File: src/hw/rtl/gecc_pkg.sv
// ----------------------------------------------------------------------------
// gecc_pkg
// Shared widths, constants and types of the enclosed gold cell counter.
// ----------------------------------------------------------------------------
package gecc_pkg;

  localparam int unsigned CFG_W      = 6;
  localparam int unsigned CFG_IDX_W  = 2;
  localparam int unsigned VALUE_W    = 8;
  localparam int unsigned GOLD_W     = 11;
  localparam int unsigned ENC_W      = 10;
  localparam int unsigned MAX_SIDE_DEF = 32;

  localparam logic [VALUE_W-1:0] GOLD_VALUE   = 8'd9;
  localparam logic [CFG_W-1:0]   SIDE_RESET   = 6'd32;
  localparam logic [GOLD_W-1:0]  GOLD_MAX     = 11'd2047;
  localparam logic [ENC_W-1:0]   ENC_MAX      = 10'd1023;

  // Register indexes on the configuration channel
  typedef enum logic [CFG_IDX_W-1:0] {
    REG_ROW_COUNT    = 2'd0,
    REG_COLUMN_COUNT = 2'd1
  } cfg_reg_e;

  // Per-cell control carried from the input register to the evaluator
  typedef struct packed {
    logic gold;       // cell equals the gold value
    logic interior;   // row >= 2 and column >= 2: window test applies
    logic row_end;    // last column of a row
    logic frame_end;  // last cell of the grid
  } cell_ctl_t;

endpackage

File: src/hw/rtl/gecc_cell_if.sv
// ----------------------------------------------------------------------------
// gecc_cell_if
// Input word channel: one grid cell per word.
// ----------------------------------------------------------------------------
interface gecc_cell_if;
  import gecc_pkg::*;

  logic               valid;
  logic               ready;
  logic [VALUE_W-1:0] cell_value;

  modport source (output valid, output cell_value, input ready);
  modport sink   (input valid, input cell_value, output ready);
endinterface

File: src/hw/rtl/gecc_result_if.sv
// ----------------------------------------------------------------------------
// gecc_result_if
// Result word channel: both grid counts in one word.
// ----------------------------------------------------------------------------
interface gecc_result_if;
  import gecc_pkg::*;

  logic              valid;
  logic              ready;
  logic [GOLD_W-1:0] gold_total;
  logic [ENC_W-1:0]  enclosed_gold;

  modport source (output valid, output gold_total, output enclosed_gold, input ready);
  modport sink   (input valid, input gold_total, input enclosed_gold, output ready);
endinterface

File: src/hw/rtl/gecc_cfg_if.sv
// ----------------------------------------------------------------------------
// gecc_cfg_if
// Configuration write channel: register index and write data.
// ----------------------------------------------------------------------------
interface gecc_cfg_if;
  import gecc_pkg::*;

  logic                 valid;
  logic                 ready;
  logic [CFG_IDX_W-1:0] index;
  logic [CFG_W-1:0]     data;

  modport source (output valid, output index, output data, input ready);
  modport sink   (input valid, input index, input data, output ready);
endinterface

File: src/hw/rtl/grid_enclosed_cell_counter.sv
// ----------------------------------------------------------------------------
// grid_enclosed_cell_counter
// Counts gold cells (value 9) of a raster grid and the interior gold cells
// whose whole 3x3 neighbourhood is gold; reports both with the final cell.
// ----------------------------------------------------------------------------
// Throughput: one cell word per cycle while no final cell waits on a full
//   result register; the line store takes one read and one write per cell.
// Result path: the grid's final cell passes the input register, then the
//   result register, which drives the result word.
// Reset: grid size 32 x 32, position, window and counters cleared. The line
//   store is not cleared; an entry is used only after this grid wrote it.
// ----------------------------------------------------------------------------
module grid_enclosed_cell_counter #(
  parameter int unsigned MAX_SIDE = gecc_pkg::MAX_SIDE_DEF
) (
  input  logic          clk_i,
  input  logic          rst_ni,
  gecc_cfg_if.sink      cfg_i,
  gecc_cell_if.sink     cell_i,
  gecc_result_if.source result_o
);
  import gecc_pkg::*;

  localparam int unsigned PW = (MAX_SIDE > 1) ? $clog2(MAX_SIDE) : 1;

  logic          cfg_we;
  logic          cfg_restart;
  logic [PW-1:0] rd_col;
  logic          s1_valid;
  cell_ctl_t     s1_ctl;
  logic [PW-1:0] s1_col;
  logic          s1_fire;
  logic          in_fire;
  logic [1:0]    line_wdata;
  logic [1:0]    ram_rdata;
  logic [1:0]    above;
  logic          byp_q;
  logic [1:0]    byp_data_q;

  // Config always taken; the user, not the block, sends it only when idle
  assign cfg_i.ready = 1'b1;
  assign cfg_we      = cfg_i.valid;

  // Only a write to a size register restarts the grid; other indexes drop
  assign cfg_restart = cfg_we && ((cfg_i.index == REG_ROW_COUNT) ||
                                  (cfg_i.index == REG_COLUMN_COUNT));

  // Raster position, size registers and the input register
  gecc_scan #(
    .MAX_SIDE (MAX_SIDE),
    .PW       (PW)
  ) u_scan (
    .clk_i        (clk_i),
    .rst_ni       (rst_ni),
    .cfg_we_i     (cfg_we),
    .cfg_index_i  (cfg_i.index),
    .cfg_data_i   (cfg_i.data),
    .in_valid_i   (cell_i.valid),
    .in_ready_o   (cell_i.ready),
    .cell_value_i (cell_i.cell_value),
    .rd_col_o     (rd_col),
    .s1_valid_o   (s1_valid),
    .s1_ctl_o     (s1_ctl),
    .s1_col_o     (s1_col),
    .s1_fire_i    (s1_fire)
  );

  assign in_fire = cell_i.valid && cell_i.ready;

  // Line store: two rows of gold flags per column. Read the entry of the
  // incoming cell's column as the word enters the input register; write
  // the aged entry back when that cell leaves the input register.
  gecc_ram #(
    .WIDTH (2),
    .DEPTH (MAX_SIDE),
    .AW    (PW)
  ) u_line (
    .clk_i   (clk_i),
    .we_i    (s1_fire),
    .waddr_i (s1_col),
    .wdata_i (line_wdata),
    .re_i    (in_fire),
    .raddr_i (rd_col),
    .rdata_o (ram_rdata)
  );

  // Single-column grids write and read the same entry on one edge: forward
  // the write data, since the RAM returns the old contents.
  always_ff @(posedge clk_i or negedge rst_ni) begin
    if (!rst_ni) begin
      byp_q <= 1'b0;
    end else if (in_fire) begin
      byp_q <= s1_fire && (s1_col == rd_col);
    end
  end

  always_ff @(posedge clk_i) begin
    if (in_fire) begin
      byp_data_q <= line_wdata;
    end
  end

  assign above = byp_q ? byp_data_q : ram_rdata;

  // Window test, counters and the result register
  gecc_eval u_eval (
    .clk_i           (clk_i),
    .rst_ni          (rst_ni),
    .restart_i       (cfg_restart),
    .s1_valid_i      (s1_valid),
    .s1_ctl_i        (s1_ctl),
    .above_i         (above),
    .s1_fire_o       (s1_fire),
    .line_wdata_o    (line_wdata),
    .out_valid_o     (result_o.valid),
    .out_ready_i     (result_o.ready),
    .gold_total_o    (result_o.gold_total),
    .enclosed_gold_o (result_o.enclosed_gold)
  );

  // A result appears only from the grid's final cell
  assert property (@(posedge clk_i) disable iff (!rst_ni)
    $rose(result_o.valid) |-> $past(s1_fire && s1_ctl.frame_end))
    else $error("result word without final cell");

  // Only the final cell may wait in the input register
  assert property (@(posedge clk_i) disable iff (!rst_ni)
    s1_valid && !s1_fire |-> s1_ctl.frame_end)
    else $error("non-final cell stalled");

  // Every enclosed cell is itself gold
  assert property (@(posedge clk_i) disable iff (!rst_ni)
    result_o.valid |-> (GOLD_W'(result_o.enclosed_gold) <= result_o.gold_total))
    else $error("enclosed count above gold count");

endmodule

File: src/hw/rtl/gecc_ram.sv
// ----------------------------------------------------------------------------
// gecc_ram
// Generic single-write, single-read RAM with registered read data.
// ----------------------------------------------------------------------------
module gecc_ram #(
  parameter int unsigned WIDTH = 2,
  parameter int unsigned DEPTH = 32,
  parameter int unsigned AW    = (DEPTH > 1) ? $clog2(DEPTH) : 1
) (
  input  logic             clk_i,
  input  logic             we_i,
  input  logic [AW-1:0]    waddr_i,
  input  logic [WIDTH-1:0] wdata_i,
  input  logic             re_i,
  input  logic [AW-1:0]    raddr_i,
  output logic [WIDTH-1:0] rdata_o
);

  logic [WIDTH-1:0] mem_q [DEPTH];
  logic [WIDTH-1:0] rdata_q;

  always_ff @(posedge clk_i) begin
    if (we_i) begin
      mem_q[waddr_i] <= wdata_i;
    end
    if (re_i) begin
      rdata_q <= mem_q[raddr_i];
    end
  end

  assign rdata_o = rdata_q;

endmodule

File: src/hw/rtl/gecc_scan.sv
// ----------------------------------------------------------------------------
// gecc_scan
// Size registers, raster position tracking and the input register.
// ----------------------------------------------------------------------------
module gecc_scan #(
  parameter int unsigned MAX_SIDE = gecc_pkg::MAX_SIDE_DEF,
  parameter int unsigned PW       = (MAX_SIDE > 1) ? $clog2(MAX_SIDE) : 1
) (
  input  logic                            clk_i,
  input  logic                            rst_ni,
  // configuration
  input  logic                            cfg_we_i,
  input  logic [gecc_pkg::CFG_IDX_W-1:0]  cfg_index_i,
  input  logic [gecc_pkg::CFG_W-1:0]      cfg_data_i,
  // input words
  input  logic                            in_valid_i,
  output logic                            in_ready_o,
  input  logic [gecc_pkg::VALUE_W-1:0]    cell_value_i,
  output logic [PW-1:0]                   rd_col_o,
  // input register toward the evaluator
  output logic                            s1_valid_o,
  output gecc_pkg::cell_ctl_t             s1_ctl_o,
  output logic [PW-1:0]                   s1_col_o,
  input  logic                            s1_fire_i
);
  import gecc_pkg::*;

  localparam int unsigned SW = $clog2(MAX_SIDE + 1);

  logic [CFG_W-1:0] rows_cfg_q, cols_cfg_q;
  logic [SW-1:0]    rows_eff, cols_eff;
  logic [PW-1:0]    row_q, col_q;
  logic             s1_valid_q;
  cell_ctl_t        s1_ctl_q;
  logic [PW-1:0]    s1_col_q;
  logic             in_fire;
  logic             last_col, last_row;

  function automatic logic [SW-1:0] eff_side(input logic [CFG_W-1:0] v);
    logic [SW-1:0] s;
    if (v == '0) begin
      s = SW'(1);
    end else if (32'(v) > 32'(MAX_SIDE)) begin
      s = SW'(MAX_SIDE);
    end else begin
      s = SW'(v);
    end
    return s;
  endfunction

  assign rows_eff = eff_side(rows_cfg_q);
  assign cols_eff = eff_side(cols_cfg_q);

  assign in_ready_o = !s1_valid_q || s1_fire_i;
  assign in_fire    = in_valid_i && in_ready_o;
  assign last_col   = (SW'(col_q) + SW'(1)) == cols_eff;
  assign last_row   = (SW'(row_q) + SW'(1)) == rows_eff;
  assign rd_col_o   = col_q;

  // Size registers and raster position; a size register write restarts the grid
  always_ff @(posedge clk_i or negedge rst_ni) begin
    if (!rst_ni) begin
      rows_cfg_q <= SIDE_RESET;
      cols_cfg_q <= SIDE_RESET;
      row_q      <= '0;
      col_q      <= '0;
    end else if (cfg_we_i) begin
      if (cfg_index_i == REG_ROW_COUNT) begin
        rows_cfg_q <= cfg_data_i;
        row_q      <= '0;
        col_q      <= '0;
      end else if (cfg_index_i == REG_COLUMN_COUNT) begin
        cols_cfg_q <= cfg_data_i;
        row_q      <= '0;
        col_q      <= '0;
      end
    end else if (in_fire) begin
      if (last_col) begin
        col_q <= '0;
        row_q <= last_row ? '0 : row_q + PW'(1);
      end else begin
        col_q <= col_q + PW'(1);
      end
    end
  end

  always_ff @(posedge clk_i or negedge rst_ni) begin
    if (!rst_ni) begin
      s1_valid_q <= 1'b0;
    end else if (in_ready_o) begin
      s1_valid_q <= in_valid_i;
    end
  end

  // Payload of the input register
  always_ff @(posedge clk_i) begin
    if (in_fire) begin
      s1_ctl_q.gold      <= (cell_value_i == GOLD_VALUE);
      s1_ctl_q.interior  <= (SW'(row_q) >= SW'(2)) && (SW'(col_q) >= SW'(2));
      s1_ctl_q.row_end   <= last_col;
      s1_ctl_q.frame_end <= last_col && last_row;
      s1_col_q           <= col_q;
    end
  end

  assign s1_valid_o = s1_valid_q;
  assign s1_ctl_o   = s1_ctl_q;
  assign s1_col_o   = s1_col_q;

endmodule

File: src/hw/rtl/gecc_eval.sv
// ----------------------------------------------------------------------------
// gecc_eval
// Flag window, 3x3 test, saturating counters and the result register.
// ----------------------------------------------------------------------------
module gecc_eval (
  input  logic                         clk_i,
  input  logic                         rst_ni,
  input  logic                         restart_i,
  input  logic                         s1_valid_i,
  input  gecc_pkg::cell_ctl_t          s1_ctl_i,
  input  logic [1:0]                   above_i,
  output logic                         s1_fire_o,
  output logic [1:0]                   line_wdata_o,
  output logic                         out_valid_o,
  input  logic                         out_ready_i,
  output logic [gecc_pkg::GOLD_W-1:0]  gold_total_o,
  output logic [gecc_pkg::ENC_W-1:0]   enclosed_gold_o
);
  import gecc_pkg::*;

  logic [5:0]        window_q;
  logic [GOLD_W-1:0] gold_q, gold_d;
  logic [ENC_W-1:0]  enc_q, enc_d;
  logic              out_valid_q;
  logic [GOLD_W-1:0] gold_out_q;
  logic [ENC_W-1:0]  enc_out_q;
  logic [2:0]        column;
  logic              all_gold;
  logic              out_free;

  // bit0 = row r-2, bit1 = row r-1, bit2 = row r
  assign column   = {s1_ctl_i.gold, above_i[0], above_i[1]};
  assign all_gold = (&window_q) && (&column);

  assign gold_d = (s1_ctl_i.gold && gold_q != GOLD_MAX) ? gold_q + GOLD_W'(1) : gold_q;
  assign enc_d  = (s1_ctl_i.interior && all_gold && enc_q != ENC_MAX)
                  ? enc_q + ENC_W'(1) : enc_q;

  assign out_free     = !out_valid_q || out_ready_i;
  assign s1_fire_o    = s1_valid_i && (!s1_ctl_i.frame_end || out_free);
  // Age the line entry: row r-1 moves to r-2, current cell becomes r-1
  assign line_wdata_o = {above_i[0], s1_ctl_i.gold};

  always_ff @(posedge clk_i or negedge rst_ni) begin
    if (!rst_ni) begin
      window_q <= '0;
      gold_q   <= '0;
      enc_q    <= '0;
    end else if (restart_i) begin
      window_q <= '0;
      gold_q   <= '0;
      enc_q    <= '0;
    end else if (s1_fire_o) begin
      if (s1_ctl_i.frame_end) begin
        window_q <= '0;
        gold_q   <= '0;
        enc_q    <= '0;
      end else begin
        window_q <= s1_ctl_i.row_end ? 6'd0 : {window_q[2:0], column};
        gold_q   <= gold_d;
        enc_q    <= enc_d;
      end
    end
  end

  always_ff @(posedge clk_i or negedge rst_ni) begin
    if (!rst_ni) begin
      out_valid_q <= 1'b0;
    end else if (s1_fire_o && s1_ctl_i.frame_end) begin
      out_valid_q <= 1'b1;
    end else if (out_ready_i) begin
      out_valid_q <= 1'b0;
    end
  end

  always_ff @(posedge clk_i) begin
    if (s1_fire_o && s1_ctl_i.frame_end) begin
      gold_out_q <= gold_d;
      enc_out_q  <= enc_d;
    end
  end

  assign out_valid_o     = out_valid_q;
  assign gold_total_o    = gold_out_q;
  assign enclosed_gold_o = enc_out_q;

endmodule

File: src/flat_wrapper.sv
// flat-port wrapper written by rule: the top's interface ports become plain ports
module grid_enclosed_cell_counter_flat import gecc_pkg::*;
#(
  parameter int unsigned MAX_SIDE = gecc_pkg::MAX_SIDE_DEF
)
  (clk_i, rst_ni, cfg_i_valid, cfg_i_index, cfg_i_data, cfg_i_ready, cell_i_valid, cell_i_cell_value, cell_i_ready, result_o_valid, result_o_gold_total, result_o_enclosed_gold, result_o_ready);
  gecc_cfg_if cfg_i_i ();
  gecc_cell_if cell_i_i ();
  gecc_result_if result_o_i ();
  input  logic clk_i;
  input  logic rst_ni;
  input wire logic [$bits(cfg_i_i.valid)-1:0] cfg_i_valid;
  input wire logic [$bits(cfg_i_i.index)-1:0] cfg_i_index;
  input wire logic [$bits(cfg_i_i.data)-1:0] cfg_i_data;
  output wire logic [$bits(cfg_i_i.ready)-1:0] cfg_i_ready;
  input wire logic [$bits(cell_i_i.valid)-1:0] cell_i_valid;
  input wire logic [$bits(cell_i_i.cell_value)-1:0] cell_i_cell_value;
  output wire logic [$bits(cell_i_i.ready)-1:0] cell_i_ready;
  output wire logic [$bits(result_o_i.valid)-1:0] result_o_valid;
  output wire logic [$bits(result_o_i.gold_total)-1:0] result_o_gold_total;
  output wire logic [$bits(result_o_i.enclosed_gold)-1:0] result_o_enclosed_gold;
  input wire logic [$bits(result_o_i.ready)-1:0] result_o_ready;
  assign cfg_i_i.valid = cfg_i_valid;
  assign cfg_i_i.index = cfg_i_index;
  assign cfg_i_i.data = cfg_i_data;
  assign cfg_i_ready = cfg_i_i.ready;
  assign cell_i_i.valid = cell_i_valid;
  assign cell_i_i.cell_value = cell_i_cell_value;
  assign cell_i_ready = cell_i_i.ready;
  assign result_o_valid = result_o_i.valid;
  assign result_o_gold_total = result_o_i.gold_total;
  assign result_o_enclosed_gold = result_o_i.enclosed_gold;
  assign result_o_i.ready = result_o_ready;
  grid_enclosed_cell_counter #(.MAX_SIDE(MAX_SIDE)) u_core (.clk_i(clk_i), .rst_ni(rst_ni), .cfg_i(cfg_i_i), .cell_i(cell_i_i), .result_o(result_o_i));
endmodule
File: config.mk
export PLATFORM = sky130hd
export DESIGN_NAME = grid_enclosed_cell_counter_flat
export DESIGN_NICKNAME = d
export VERILOG_FILES = /design/src/hw/rtl/gecc_pkg.sv /design/src/hw/rtl/gecc_cell_if.sv /design/src/hw/rtl/gecc_result_if.sv /design/src/hw/rtl/gecc_cfg_if.sv /design/src/hw/rtl/grid_enclosed_cell_counter.sv /design/src/hw/rtl/gecc_ram.sv /design/src/hw/rtl/gecc_scan.sv /design/src/hw/rtl/gecc_eval.sv /design/src/flat_wrapper.sv
export SDC_FILE = /design/constraint.sdc
export NUM_CORES = 1
export LEC_CHECK = 0
export ABC_AREA = 1
export BUFFER_PORTS_ARGS = -buffer_cell sky130_fd_sc_hd__buf_2
export CAP_MARGIN = 5
export CORE_MARGIN = 2
export CORE_UTILIZATION = 40
export CTS_CLUSTER_SIZE = 16
export DETAILED_ROUTE_END_ITERATION = 10
export PLACE_DENSITY = 0.53
export SYNTH_ARGS = -nofsm -noshare
export SYNTH_HDL_FRONTEND = slang
export SYNTH_SLANG_ARGS = --single-unit
File: constraint.sdc
create_clock -name clk_i -period 2.25 [get_ports clk_i]
set_input_delay 0.45 -clock clk_i [delete_from_list [all_inputs] [get_ports clk_i]]
set_output_delay 0.45 -clock clk_i [all_outputs]
set_load 0.005 [all_outputs]
# == Word level (Yosys, flattened, before mapping) ==
# Memory sizes are Yosys's and may differ from the RTL's. A register that Yosys moved wholly into a read port is not among the register bits.
# Cells that the tools add are included.
# totals
latchBits,0
mem_bits_rw,64
reg_bits,84
mem_bits_ro,0
in_bits,21
mem_count,1
wordCells,99
# op_classes
muxes,30
shift,0
bitwise,1
magnitude_cmp,4
add_sub_neg,6
eq_ne,8
n_mul,0
div_mod_pow,0
reduce_logical,31
# mem_list
name,depth,word_bits,read_ports,rd_clocked_by_memory_dff,write_ports,line_no,rtl
u_core.u_line.mem_q,32,2,1,1,1,gecc_ram.sv:19,logic [WIDTH-1:0] mem_q [DEPTH];
# op_table
op,count
2-to-1 mux 6 bit,8
2-to-1 mux 5 bit,9
2-to-1 mux 11 bit,4
2-to-1 mux 10 bit,4
"adder 5 x 1 -> 6 bit, second input constant",2
== test 6 bit,2
"> comparator 6 bit, second input constant",2
logical NOT 6 bit,2
"adder 11 x 1 -> 11 bit, second input constant",1
logical AND 1 bit,11
"inequality test 11 bit, second input constant",1
"adder 10 x 1 -> 10 bit, second input constant",1
"adder 5 x 1 -> 5 bit, second input constant",2
"greater-or-equal comparator 5 x 2 -> 1 bit, second input constant",2
"inequality test 10 bit, second input constant",1
AND reduction 3 bit,3
"== test 8 x 4 -> 1 bit, second input constant",1
nonzero test 2 bit,4
AND reduction 6 bit,1
== test 5 bit,1
logical OR 1 bit,4
2-to-1 mux 1 bit,4
AND reduction 2 bit,2
logical NOT 1 bit,3
5 further kinds,5

# == Longest topological paths before layout ==
# Gate-level depths: netlist of run 1.
# logic_depth
ltp_word,9
mapped_depth,14
ltp_nobuf,14

# == Modules after synthesis ==
# Synthesis of run 1 repeated with hierarchy kept, for this count alone.
# unflattened
cells_unflattened,855
hier_area_um2,7576.0
# modules_own_cells
mod,area_per_inst_um2,cells_per_inst,seq_area_each_um2,instances
gecc_ram,2926.6,269,1981.9,1
gecc_eval,2647.5,318,1331.3,1
gecc_scan,1742.9,225,848.3,1
grid_enclosed_cell_counter,259.0,43,85.1,1

# == Worst setup path before layout of run 1 ==
# Ideal clock, no wire load.
# synth_timing
path_type,register to register
startpoint,register u_core.u_scan.col_q[0] (netlist: u_core.u_scan.rd_col_o[0])
endpoint,register u_core.u_scan.row_q[0]
path_stages_with_launch,13
t_required_ps,2134
setup_ps,116
synth_period_minus_slack_ps,2040
arrival_ps,1924
slack_ps,210
cell_sequence,dfrtp_1 inv_1 clkbuf_1 ha_1 nand3b_1 nand2_1 nand3_1 nor2_1 nand3_4 nand2_2 nand2_2 nand2_1 nand2_1
# synth_via
elab_chain_cells,4
# synth_lines
element,line_no,rtl
"start, declared",gecc_scan.sv:32,"logic [PW-1:0] row_q, col_q;"
"start signal, assigned",gecc_scan.sv:82,col_q <= col_q + PW'(1);
adder 5 x 1 -> 6 bit,gecc_scan.sv:56,assign last_col = (SW'(col_q) + SW'(1)) == cols_eff;
== test 6 bit,gecc_scan.sv:56,
nonzero test 2 bit (no line),n/a,
AND reduction 3 bit (no line),n/a,
"end signal, assigned",gecc_scan.sv:80,row_q <= last_row ? '0 : row_q + PW'(1);
"end, declared",gecc_scan.sv:32,
# No other way between the ends.
# A chain may end at the register's enable or synchronous reset.

# == Worst setup path in the final report of run 1 ==
# layout_timing
startpoint,register u_core.u_eval.gold_q[0]
endpoint,"register u_core.u_eval.gold_out_q[3] (netlist: u_core.u_eval.gold_total_o[3]), data pin"
# layout_via
elab_chain_cells,3
word_cells_on_any_way,4
classes_between,add/sub (1); eq/ne (1); mux (1); reduce/logical (1)
# layout_lines
element,line_no,rtl
"start, declared",gecc_eval.sv:22,"logic [GOLD_W-1:0] gold_q, gold_d;"
"start signal, assigned",gecc_eval.sv:60,gold_q <= gold_d;
branches (longest 2 deep; another with adder 11 x 1 -> 11 bit),n/a,
2-to-1 mux 11 bit (*),gecc_eval.sv:35,assign gold_d = (s1_ctl_i.gold && gold_q != GOLD_MAX) ? gold_q + GOLD_W'(1) : gold_q;
named net u_core.u_eval.gold_d[3],gecc_eval.sv:22,
"end signal, assigned",gecc_eval.sv:78,gold_out_q <= gold_d;
"end, declared",gecc_eval.sv:25,logic [GOLD_W-1:0] gold_out_q;
# Mark *: on every way through the listed nets, which the timed path passes.

==> results.ini, run 1 <==
[run_status]
status=completed

[hold_path]
hp-start=cfg_i_data[5]
min_path_type=primary input to flop
whs_endpoint=u_core.u_scan.rows_cfg_q[5]
hold_depth=3

[critical_path]
endpoint_kind=flop
path_class=flop to flop
reg2reg_slack_ns=0.34
crit_path_start_kind=flop
required_ns=2.44
r2r_end=u_core.u_eval.gold_total_o[3]
rr_startpoint=u_core.u_eval.gold_q[0]
crit_fanout=14
reg2reg_depth=13
cp.arrival_ns=2.10

[floorplan]
start_util_pct=40.6
die_y_um=138
die-area_um2=19200
core_um2=17800
io_pins=45
die_x_um=138
std_cell_rows=49

[global_route]
grt_max_degree=44
track_usage_pct=17.1
antenna_found_initial=0
grt.overflow.total=0
grt_pass1_vias=5291
grt_pass1_wl_mm=26.2

[clocking]
cts_root_buf=clkbuf_16
cts_resized=0
cts.path.max_buffers=2
clk_latency_ns=0.43
cts_inserted_buffers=17
h-tree-depth=4
clock-sinks=150
cts_tree=yes
clkTransAtPathRegs_ns=0.07

[route]
num_vias=5304
ant_nets=0
drc=0
first_iter_violations=333
routedWlPerCell_um=14.4
drt_wl_total_mm=15.6
viasPerCell=4.89
drtPass1Iterations=5

[placed_design]
hpwl_mm=10.7
placed_cell_area_um2=7720
place.gp.congestion=0.852
portBuffers=43

[logic_synthesis]
yosysUniqueCellTypes=41
yosys.area.top_type=edfxtp_1
syn_area_um2=7240
synth_warnings=0
synthSimpleGateAreaFrac_pct=22.6
syn_nets=817
synth-adder-area-share_pct=1.04
synthMuxAreaShare_pct=0
synth.area.top_cells=edfxtp_1, dfrtp_1, nand2_1, nor2_1, inv_1
ys_ff_latch=150
synthXorXnorAreaFrac_pct=1.94
synth_top_area_share_pct=40.7
ys_seq_area_share_pct=58.7
avgSynthCellArea_um2=9.16
synth_top_family_by_area=simple AND/OR/NAND/NOR gates
synth_compound_area_share_pct=8.85
postSynthCellCount=790

[final_layout]
area_delta_synth_final_pct=15.2
num_antenna_cells=0
final_cell_mix=nand2_1, nor2_1, edfxtp_1
final_common_cell=nand2_1
fin_nets=870
drive_gt1_share_pct=14.0
final_cell_area_um2=8340

[pwr]
ir_worst_vdd_uv=650
power.leakage_nw=3.55
pwr-share-comb_pct=16.7
seqPwrFrac_pct=44.9
power.total_mw=7.38
p_int_mw=5.08
p_per_area_nw_per_um2=886
swShare_pct=31.1
power.share.clock_pct=38.4
p_sw_mw=2.30

[timing]
max_freq_ghz=0.524
finalCritPeriodShare_pct=84.9
setup_viol=0
setup_tns_ns=0
skew_ns=0.0155
maxSlewHeadroom_pct=61.0
drv_slew=0
layout_min_cycle_time_ns=1.91
final_hold_viol_count=0
rsz0062_at_grt=no
holdWs_ns=0.268
worst_pin_slew_ns=0.585

[job]
cap_violations=0

[how the worst max path moves through the flow]
stage	startpoint	endpoint	slack [ns]	cells past startpoint
5_1_grt	u_core.u_eval.gold_q[0]	u_core.u_eval.gold_total_o[3]	0.13	13
4_1_cts	u_core.u_eval.gold_q[0]	u_core.u_eval.gold_total_o[3]	0.34	13
2_1_floorplan	u_core.u_scan.rd_col_o[0]	u_core.u_scan.row_q[0]	0.21	12
3_3_place_gp	cfg_i_valid	u_core.u_eval.gold_q[10]	0.33	8
3_5_place_dp	cfg_i_valid	u_core.u_eval.gold_q[10]	0.33	8
6_report	u_core.u_eval.gold_q[0]	u_core.u_eval.gold_total_o[3]	0.34	13
[sequential cells by signal, indices dropped and copies added, names as in the netlist, 2 cells and up]
signal,cells
u_core.u_eval.window_q,6
u_core.u_scan.s1_col_o,5
u_core.byp_data_q,2
u_core.u_scan.cols_cfg_q,6
u_core.u_eval.gold_q,11
u_core.u_eval.enc_q,10
u_core.u_line.mem_q,64
u_core.u_line.rdata_o,2
u_core.u_scan.row_q,5
u_core.u_scan.rd_col_o,5
u_core.u_eval.enclosed_gold_o,10
u_core.u_eval.gold_total_o,11
u_core.u_scan.rows_cfg_q,6
u_core.u_scan.s1_ctl_o,4
[power by group through the flow]
| stage | combinational (mW) | sequential [mW] | clock (mW) |
|---|---|---|---|
| after floorplan | 0.855 | 3.33 | 0 |
| after global placement | 1.23 | 3.36 | 0 |
| after detailed placement | 1.25 | 3.37 | 0 |
| after CTS | 1.25 | 3.31 | 2.91 |
| after global routing | 1.42 | 3.34 | 3.02 |
| final | 1.24 | 3.31 | 2.83 |
[critical path, stage by stage, from the launching register on]
cell and delay, ns:
dfrtp_1 0.42, ha_1 0.23, nand2_2 0.08, inv_2 0.04, nand3_2 0.09, nor2_2 0.05, nand2_1 0.07, nand2_2 0.08
inv_2 0.22, nand2_1 0.11, nor2_1 0.11, nand2_1 0.07, nand2_1 0.06, inv_1 0.03
[area by class of cell]
type	count	area, µm²
fillers	1678	9510
flip-flops and latches	150	4250
multi-input cells	520	2500
clock buffers	17	425
inverters	96	362
repair buffers	58	343
well taps	229	287
clock inverters	15	176
[cells by family (layout without fill, tap and decap cells)]
logic type | Yosys count | count (layout)
other cells | 1 | 1
fa+ha+maj | 6 | 6
xor+xnor | 16 | 16
buf+inv | 120 | 186
compound gates | 113 | 113
flops | 150 | 150
simple gates | 384 | 384
[routing by layer]
metal	part of all wire [%]	vias to the layer above	wire length, µm	global-route usage (%)
met5	0	-	0	0
met4	0.65	0	102	5.26
met3	4.3	7	663	4.02
met2	49	98	7620	27.9
met1	46	2474	7200	22.7
li1	-	2725	-	-
[what timing repair did]
item | 4_1_cts | 5_1_grt
hold buffers | 1 | 0
hold endpoints to repair | 9 | 0
setup buffers | 0 | 0
[per-stage QoR]
stage               utilization [%]  setup WS, ns  instances
floorplan                         -         0.210        790
global placement               43.3         0.329       1052
detailed placement             43.3         0.326       1052
CTS                            46.7         0.337       1085
global route                   46.7         0.127       1085
finish                         46.7         0.340       1085
[cells in the mapped netlist, drive strengths merged]
cell type    n
a21oi        5
and2         2
buf         15
clkbuf       9
clkinv       1
conb         1
dfrtp       50
dfstp        2
edfxtp      98
ha           6
inv         95
nand2      201
nand3       39
nand3b       2
nand4       11
nor2       114
nor3        11
nor4         2
o211ai       7
o21a         3
o21ai       77
o22ai       19
o41ai        2
or2          1
or4          1
xnor2        4
xor2        12
Note: power is estimated with default switching activity, not from simulation.
==> run 2, diff against run 1 <==
Settings changed: ABC_AREA 1 to 0, PLACE_DENSITY 0.53 to 0.54.
Clock period 2.25 ns to 1.9 ns, I/O delays scaled along.
==> results.ini, run 2 <==
[logic_synthesis]
syn_area_um2=6890  ; -4.8%
synth_warnings=0  ; unchanged
yosys.area.top_type=edfxtp_1
yosysUniqueCellTypes=66  ; +61%
syn_nets=541  ; -34%
async_flop_share_pct=34.7  ; unchanged
ys_ff_latch=150  ; unchanged
synth_top_area_share_pct=42.7  ; +2.1 points
postSynthCellCount=514  ; -35%
synthMostInstantiatedCell=edfxtp_1
netlist_top_cells_count=edfxtp_1, nor2_1, dfrtp_1
avgSynthCellArea_um2=13.4  ; +46%
ys_seq_area_share_pct=61.7  ; +3.0 points
ys.flop_type=edfxtp_1
synth.area.top_cells=edfxtp_1, dfrtp_1, mux4_2, xnor2_1, nor2_1
synth_edf_count=98  ; unchanged

[route]
drtPass1Iterations=4  ; -1
first_iter_violations=272  ; -18%
drc=0  ; unchanged
viasPerCell=5.34  ; +9.2%
routedWlPerCell_um=17.0  ; +18%
num_vias=4622  ; -13%
ant_nets=0  ; unchanged
drt_wl_total_mm=14.7  ; -5.5%

[global_route]
antenna_found_initial=0  ; unchanged
grt_max_degree=53  ; +20%
grt.overflow.total=0  ; unchanged
grt_pass1_vias=4567  ; -14%
grt_pass1_wl_mm=23.9  ; -8.8%
track_usage_pct=17.0  ; -0.063 points

[timing]
drv_slew=0  ; unchanged
layout_min_cycle_time_ns=2.17  ; +0.261 ns
finalCritPeriodShare_pct=114  ; +29 points
max_freq_ghz=0.461  ; -12%
rsz0062_at_grt=yes
setup_viol=14  ; +14
setup_ws_ns=-0.271  ; -0.611 ns
final_hold_viol_count=0  ; unchanged
holdWs_ns=0.183  ; -0.0845 ns
skew_ns=0.0104  ; -0.00507 ns
maxSlewHeadroom_pct=58.8  ; -2.2 points
worst_pin_slew_ns=0.618  ; +0.0334 ns

[pwr]
pwr-share-comb_pct=16.8  ; about the same
swShare_pct=25.7  ; -5.4 points
p_sw_mw=2.16  ; -6.1%
ir_worst_vdd_uv=687  ; +5.6%
p_per_area_nw_per_um2=970  ; +9.5%
power.share.clock_pct=37.6  ; -0.8 points
power.leakage_nw=3.35  ; -5.6%
seqPwrFrac_pct=45.5  ; +0.6 points
p_int_mw=6.24  ; +23%

[hold_path]
min_path_type=primary input to flop

[placed_design]
portBuffers=43  ; unchanged
dp_slack_ns=-0.318  ; -0.644 ns
place.gp.congestion=0.830  ; -2.5%
hpwl_mm=10.1  ; -5.4%
dp_cells=826  ; -21%
placed_cell_area_um2=7930  ; +2.7%

[clocking]
clock-sinks=150  ; unchanged
cts_tree=yes
clkTransAtPathRegs_ns=0.06  ; about the same
clk_latency_ns=0.42  ; about the same
cts_root_buf=clkbuf_16
cts_inserted_buffers=17  ; unchanged
cts.path.max_buffers=2  ; unchanged
h-tree-depth=4  ; unchanged

[critical_path]
crit_fanout=7  ; -7
cp.arrival_ns=2.48  ; +0.38 ns
endpoint_kind=flop
reg2reg_depth=10  ; -3
required_ns=2.21  ; -0.23 ns
startpoint=u_core.u_scan.rd_col_o[0]
reg2reg_slack_ns=-0.27  ; -0.61 ns
rr_startpoint=u_core.u_scan.rd_col_o[0]
r2r_end=u_core.u_scan.rd_col_o[4]
crit_path_start_kind=flop
path_class=flop to flop
critical_path.endpoint=u_core.u_scan.rd_col_o[4]

[final_layout]
final_cell_mix=edfxtp_1, buf_4, nor2_1
largest_register_ffs=64  ; unchanged
post-route-util_pct=51.8  ; +5.1 points
final_cell_area_um2=8660  ; +3.8%
top_register=u_core.u_line.mem_q
area_delta_synth_final_pct=25.7
drive_gt1_share_pct=35.1  ; +21 points
final_cells=866  ; -20%
final_common_cell=edfxtp_1
fin_nets=660  ; -24%
num_antenna_cells=0  ; unchanged

[floorplan]
core_um2=16700  ; -6.4%
std_cell_rows=47  ; -4.1%
start_util_pct=41.2  ; +0.69 points
die_x_um=135  ; -2.4%
io_pins=45  ; unchanged
die-area_um2=18300  ; -4.7%
die_y_um=135  ; -2.4%

[job]
cap_violations=0  ; unchanged

[run_status]
violations=setup timing
status=finished, violations left

## run 2: repair_timing
item,in CTS,in global routing
resized for setup,14,3
pin swaps,1,4
hold endpoints to repair,50,0
hold buffers,1,0
buffers inserted,4,2
cloned,0,1
endpoints found under the setup margin,14,28
## run 2: worst min path at each step
stage                       startpoint                        to  slack (ns)  depth (start not counted)
final                     cell_i_valid  u_core.u_scan.s1_valid_o        0.18                          2
after global routing      cell_i_valid  u_core.u_scan.s1_valid_o        0.19                          2
after CTS                 cell_i_valid  u_core.u_scan.s1_valid_o        0.17                          2
after detailed placement        rst_ni    u_core.u_eval.enc_q[6]        0.40                          2
after global placement          rst_ni    u_core.u_eval.enc_q[5]        0.40                          2
after floorplan                 rst_ni              u_core.byp_q        0.08                          0
## run 2: power groups by stage
stage / logic [mW] / registers, mW / clock network [mW]
floorplan: 0.815 / 3.87 / 0
global placement: 1.25 / 3.88 / 0
detailed placement: 1.28 / 3.88 / 0
CTS: 1.39 / 3.82 / 3.24
global route: 1.54 / 3.84 / 3.38
finish: 1.41 / 3.82 / 3.16
## run 2: stage by stage
stage | TNS, ns | power, mW
4_1_cts | -2.33 | 8.44
5_1_grt | -4.00 | 8.76
3_3_place_gp | -1.95 | 5.13
3_5_place_dp | -3.26 | 5.16
2_1_floorplan | -2.04 | 4.68
6_report | -2.54 | 8.40
## run 2: critical path, stage by stage, from the launching register on
cell and delay (ns):
dfrtp_2 0.45, inv_2 0.09, ha_4 0.22, xnor2_2 0.16, nor4b_2 0.07, a31oi_1 0.19
a211oi_2 0.11, nand2_2 0.15, inv_4 0.07, or4_1 0.46, o311ai_1 0.09
## run 2: final cells by class
type / instances / area [µm²]
Inverter: 7 / 28.8
Fill cell: 1496 / 8050
Multi-Input combinational cell: 335 / 2650
Sequential cell: 150 / 4250
Clock inverter: 13 / 124
Tap cell: 220 / 275
Clock buffer: 19 / 433
Timing Repair Buffer: 122 / 895
## run 2: logic make-up (layout without fill, tap and decap cells)
group | after synthesis | in the layout | synth area share, %
AO/OA/AOI/OAI | 78 | 78 | 7.83
XOR/XNOR | 37 | 37 | 4.70
adder cells (fa/ha/maj) | 6 | 6 | 1.09
buffers and inverters | 29 | 161 | 1.93
flip-flops | 150 | 150 | 61.7
multiplexers | 39 | 39 | 9.59
other | 1 | 1 | 0.0544
AND/OR/NAND/NOR | 174 | 174 | 13.2
## run 2: per-layer routing
metal	up-vias	global-route usage, %	wire length [µm]
li1	2179	-	-
met1	2316	22.8	6320
met2	113	28.2	7470
met3	14	4.34	810
met4	0	3.65	131
met5	-	0	0
==> run 3, diff against run 2 <==
--- a/config.mk
+++ b/config.mk
@@ -9,5 +9,4 @@
 export BUFFER_PORTS_ARGS = -buffer_cell sky130_fd_sc_hd__buf_2
 export CAP_MARGIN = 5
-export CORE_MARGIN = 2
 export CORE_UTILIZATION = 40
 export CTS_CLUSTER_SIZE = 16
==> constraint.sdc (replaced) <==
create_clock -name clk_i -period 1.9 [get_ports clk_i]
set_input_delay 0.38 -clock clk_i [delete_from_list [all_inputs] [get_ports clk_i]]
set_output_delay 0.38 -clock clk_i [all_outputs]
set_load 0.02 [all_outputs]
==> results.ini, run 3 (synthesis gave the netlist of run 2 again) <==
[timing]
layout_min_cycle_time_ns=2.18  ; +0.00621 ns
setup_tns_ns=-2.76  ; -0.211 ns
drv_slew=0  ; unchanged
max_freq_ghz=0.459  ; -0.29%
setup_ws_ns=-0.277  ; -0.00621 ns
worst_pin_slew_ns=0.627  ; +0.00872 ns
final_hold_viol_count=0  ; unchanged
finalCritPeriodShare_pct=115  ; +0.33 points
setup_viol=14  ; unchanged
holdWs_ns=0.164  ; -0.0193 ns
skew_ns=0.0234  ; +0.0130 ns
maxSlewHeadroom_pct=58.2  ; -0.58 points
rsz0062_at_grt=yes

[clocking]
clk_latency_ns=0.44  ; +0.02 ns
clock-sinks=150  ; unchanged
cts_root_buf=clkbuf_16
cts.path.max_buffers=2  ; unchanged
cts_tree=yes
clkTransAtPathRegs_ns=0.06  ; about the same
cts_inserted_buffers=17  ; unchanged
h-tree-depth=4  ; unchanged

[pwr]
p_int_mw=6.45  ; +3.3%
ir_worst_vdd_uv=769  ; +12%
p_per_area_nw_per_um2=982  ; +1.3%
power.share.clock_pct=38.8  ; +1.2 points
seqPwrFrac_pct=44.0  ; -1.5 points
power.total_mw=8.71  ; +3.8%
swShare_pct=26.0  ; +0.34 points
p_sw_mw=2.27  ; +5.1%
power.leakage_nw=3.41  ; +1.6%
pwr-share-comb_pct=17.2  ; +0.4 points

[run_status]
status=finished, violations left
violations=setup timing

[floorplan]
die-area_um2=17700  ; -2.9%
die_y_um=133  ; -1.5%
std_cell_rows=47  ; unchanged
start_util_pct=41.2  ; unchanged
core_um2=16700  ; unchanged
die_x_um=133  ; -1.5%
io_pins=45  ; unchanged

[global_route]
grt_pass1_vias=4838  ; +5.9%
grt.overflow.total=0  ; unchanged
track_usage_pct=18.7  ; +1.7 points
antenna_found_initial=0  ; unchanged
grt_pass1_wl_mm=25.3  ; +5.8%
grt_max_degree=35  ; -34%

[final_layout]
seq_area_um2=4250  ; unchanged
fillers=1444  ; -3.5%
area_delta_synth_final_pct=28.8
largest_register_ffs=64  ; unchanged
num_antenna_cells=0  ; unchanged
final_common_cell=edfxtp_1
final_cell_mix=edfxtp_1, buf_4, nor2_1
multiInputGateArea_um2=2750  ; +3.9%
drive_gt1_share_pct=37.4  ; +2.2 points
fin_nets=664  ; +0.61%
top_register=u_core.u_line.mem_q

[critical_path]
slowest_stage=or4_4
path_cells=inv_2 > ha_4 > xnor2_4 > nor4b_2 > a31oi_1 > a211oi_2 > nand2_2 > inv_4 > or4_4 > o311ai_4
endpoint_kind=flop
reg2reg_slack_ns=-0.28  ; about the same
required_ns=2.22  ; about the same
crit_path_max_incr_delay_ns=0.50  ; +0.04 ns
crit_fanout=6  ; -1
path_class=flop to flop
cp.buffers_inverters=2  ; unchanged
cp.arrival_ns=2.50  ; +0.02 ns
path_delay_family=simple AND/OR/NAND/NOR gates
reg2reg_depth=10  ; unchanged
crit_path_start_kind=flop
rr_startpoint=u_core.u_scan.rd_col_o[0]
r2r_end=u_core.u_scan.rd_col_o[4]

[route]
drtPass1Iterations=5  ; +1
first_iter_violations=352  ; +29%
drc=0  ; unchanged
routedWlPerCell_um=17.7  ; +3.9%
drt_wl_total_mm=15.4  ; +4.3%
viasPerCell=5.32  ; -0.27%
ant_nets=0  ; unchanged
num_vias=4631  ; +0.19%

[hold_path]
whs_endpoint=u_core.u_scan.s1_valid_o
min_path_type=primary input to flop
hp-start=cell_i_valid
hold_depth=2  ; unchanged

[placed_design]
hpwl_mm=10.4  ; +3.2%
place.gp.congestion=0.827  ; -0.34%
portBuffers=43  ; unchanged

[job]
cap_violations=0  ; unchanged

-- run 3: how the worst max path moves through the flow --
stage	start	end	slack [ns]	depth (start not counted)
after floorplan	u_core.u_scan.s1_ctl_o[3]	u_core.u_eval.enclosed_gold_o[6]	-0.18	7
after global placement	u_core.u_scan.rd_col_o[0]	u_core.u_scan.rd_col_o[4]	-0.14	10
after detailed placement	u_core.u_scan.rd_col_o[0]	u_core.u_scan.rd_col_o[4]	-0.23	10
after CTS	u_core.u_scan.rd_col_o[0]	u_core.u_scan.rd_col_o[4]	-0.22	10
after global routing	u_core.u_scan.rd_col_o[0]	u_core.u_scan.rd_col_o[4]	-0.36	10
final	u_core.u_scan.rd_col_o[0]	u_core.u_scan.rd_col_o[4]	-0.28	10
-- run 3: per-stage QoR --
step	utilization (%)	instance area, µm²	worst slack, ns	std cells
final	53.1	8870	-0.277	870
after global routing	53.1	8870	-0.361	870
after CTS	52.2	8710	-0.223	861
after detailed placement	47.8	7990	-0.230	822
after global placement	47.8	7990	-0.143	822
after floorplan	-	7050	-0.176	514
-- run 3: layer usage --
layer,up-vias,global-route usage [%],part of all wire (%)
met5,-,0,0
met4,0,5.49,1.2
met3,16,4.83,4.5
met2,108,31.2,50
met1,2315,24.0,45
li1,2192,-,-
-- run 3: repair_timing --
action,in CTS,in global routing
hold endpoints to repair,11,0
hold buffers,1,0
endpoints found under the setup margin,14,24
pin swaps,4,8
resized for setup,14,10
cloned,0,1
buffers inserted,7,8
-- run 3: power groups by stage --
stage | combinational, mW | sequential, mW | clock, mW
4_1_cts | 1.41 | 3.83 | 3.45
3_5_place_dp | 1.31 | 3.89 | 0
6_report | 1.50 | 3.84 | 3.38
2_1_floorplan | 0.833 | 3.89 | 0
3_3_place_gp | 1.27 | 3.89 | 0
5_1_grt | 1.62 | 3.86 | 3.58
-- run 3: worst register-to-register path, delay by kind of cell (launching register included) --
kind                     cells  cell delay [ns]
AND/OR/NAND/NOR              3             0.70
flip-flops                   1             0.42
AO/OA/AOI/OAI                3             0.39
adder cells (fa/ha/maj)      1             0.31
buffers and inverters        2             0.15
XOR/XNOR                     1             0.12
-- run 3: cell type report --
type | instances | area share [%]
flip-flops and latches | 150 | 47.9
multi-input cells | 335 | 31.0
repair buffers | 126 | 10.9
clock buffers | 17 | 4.80
well taps | 220 | 3.10
clock inverters | 15 | 1.88
inverters | 7 | 0.367
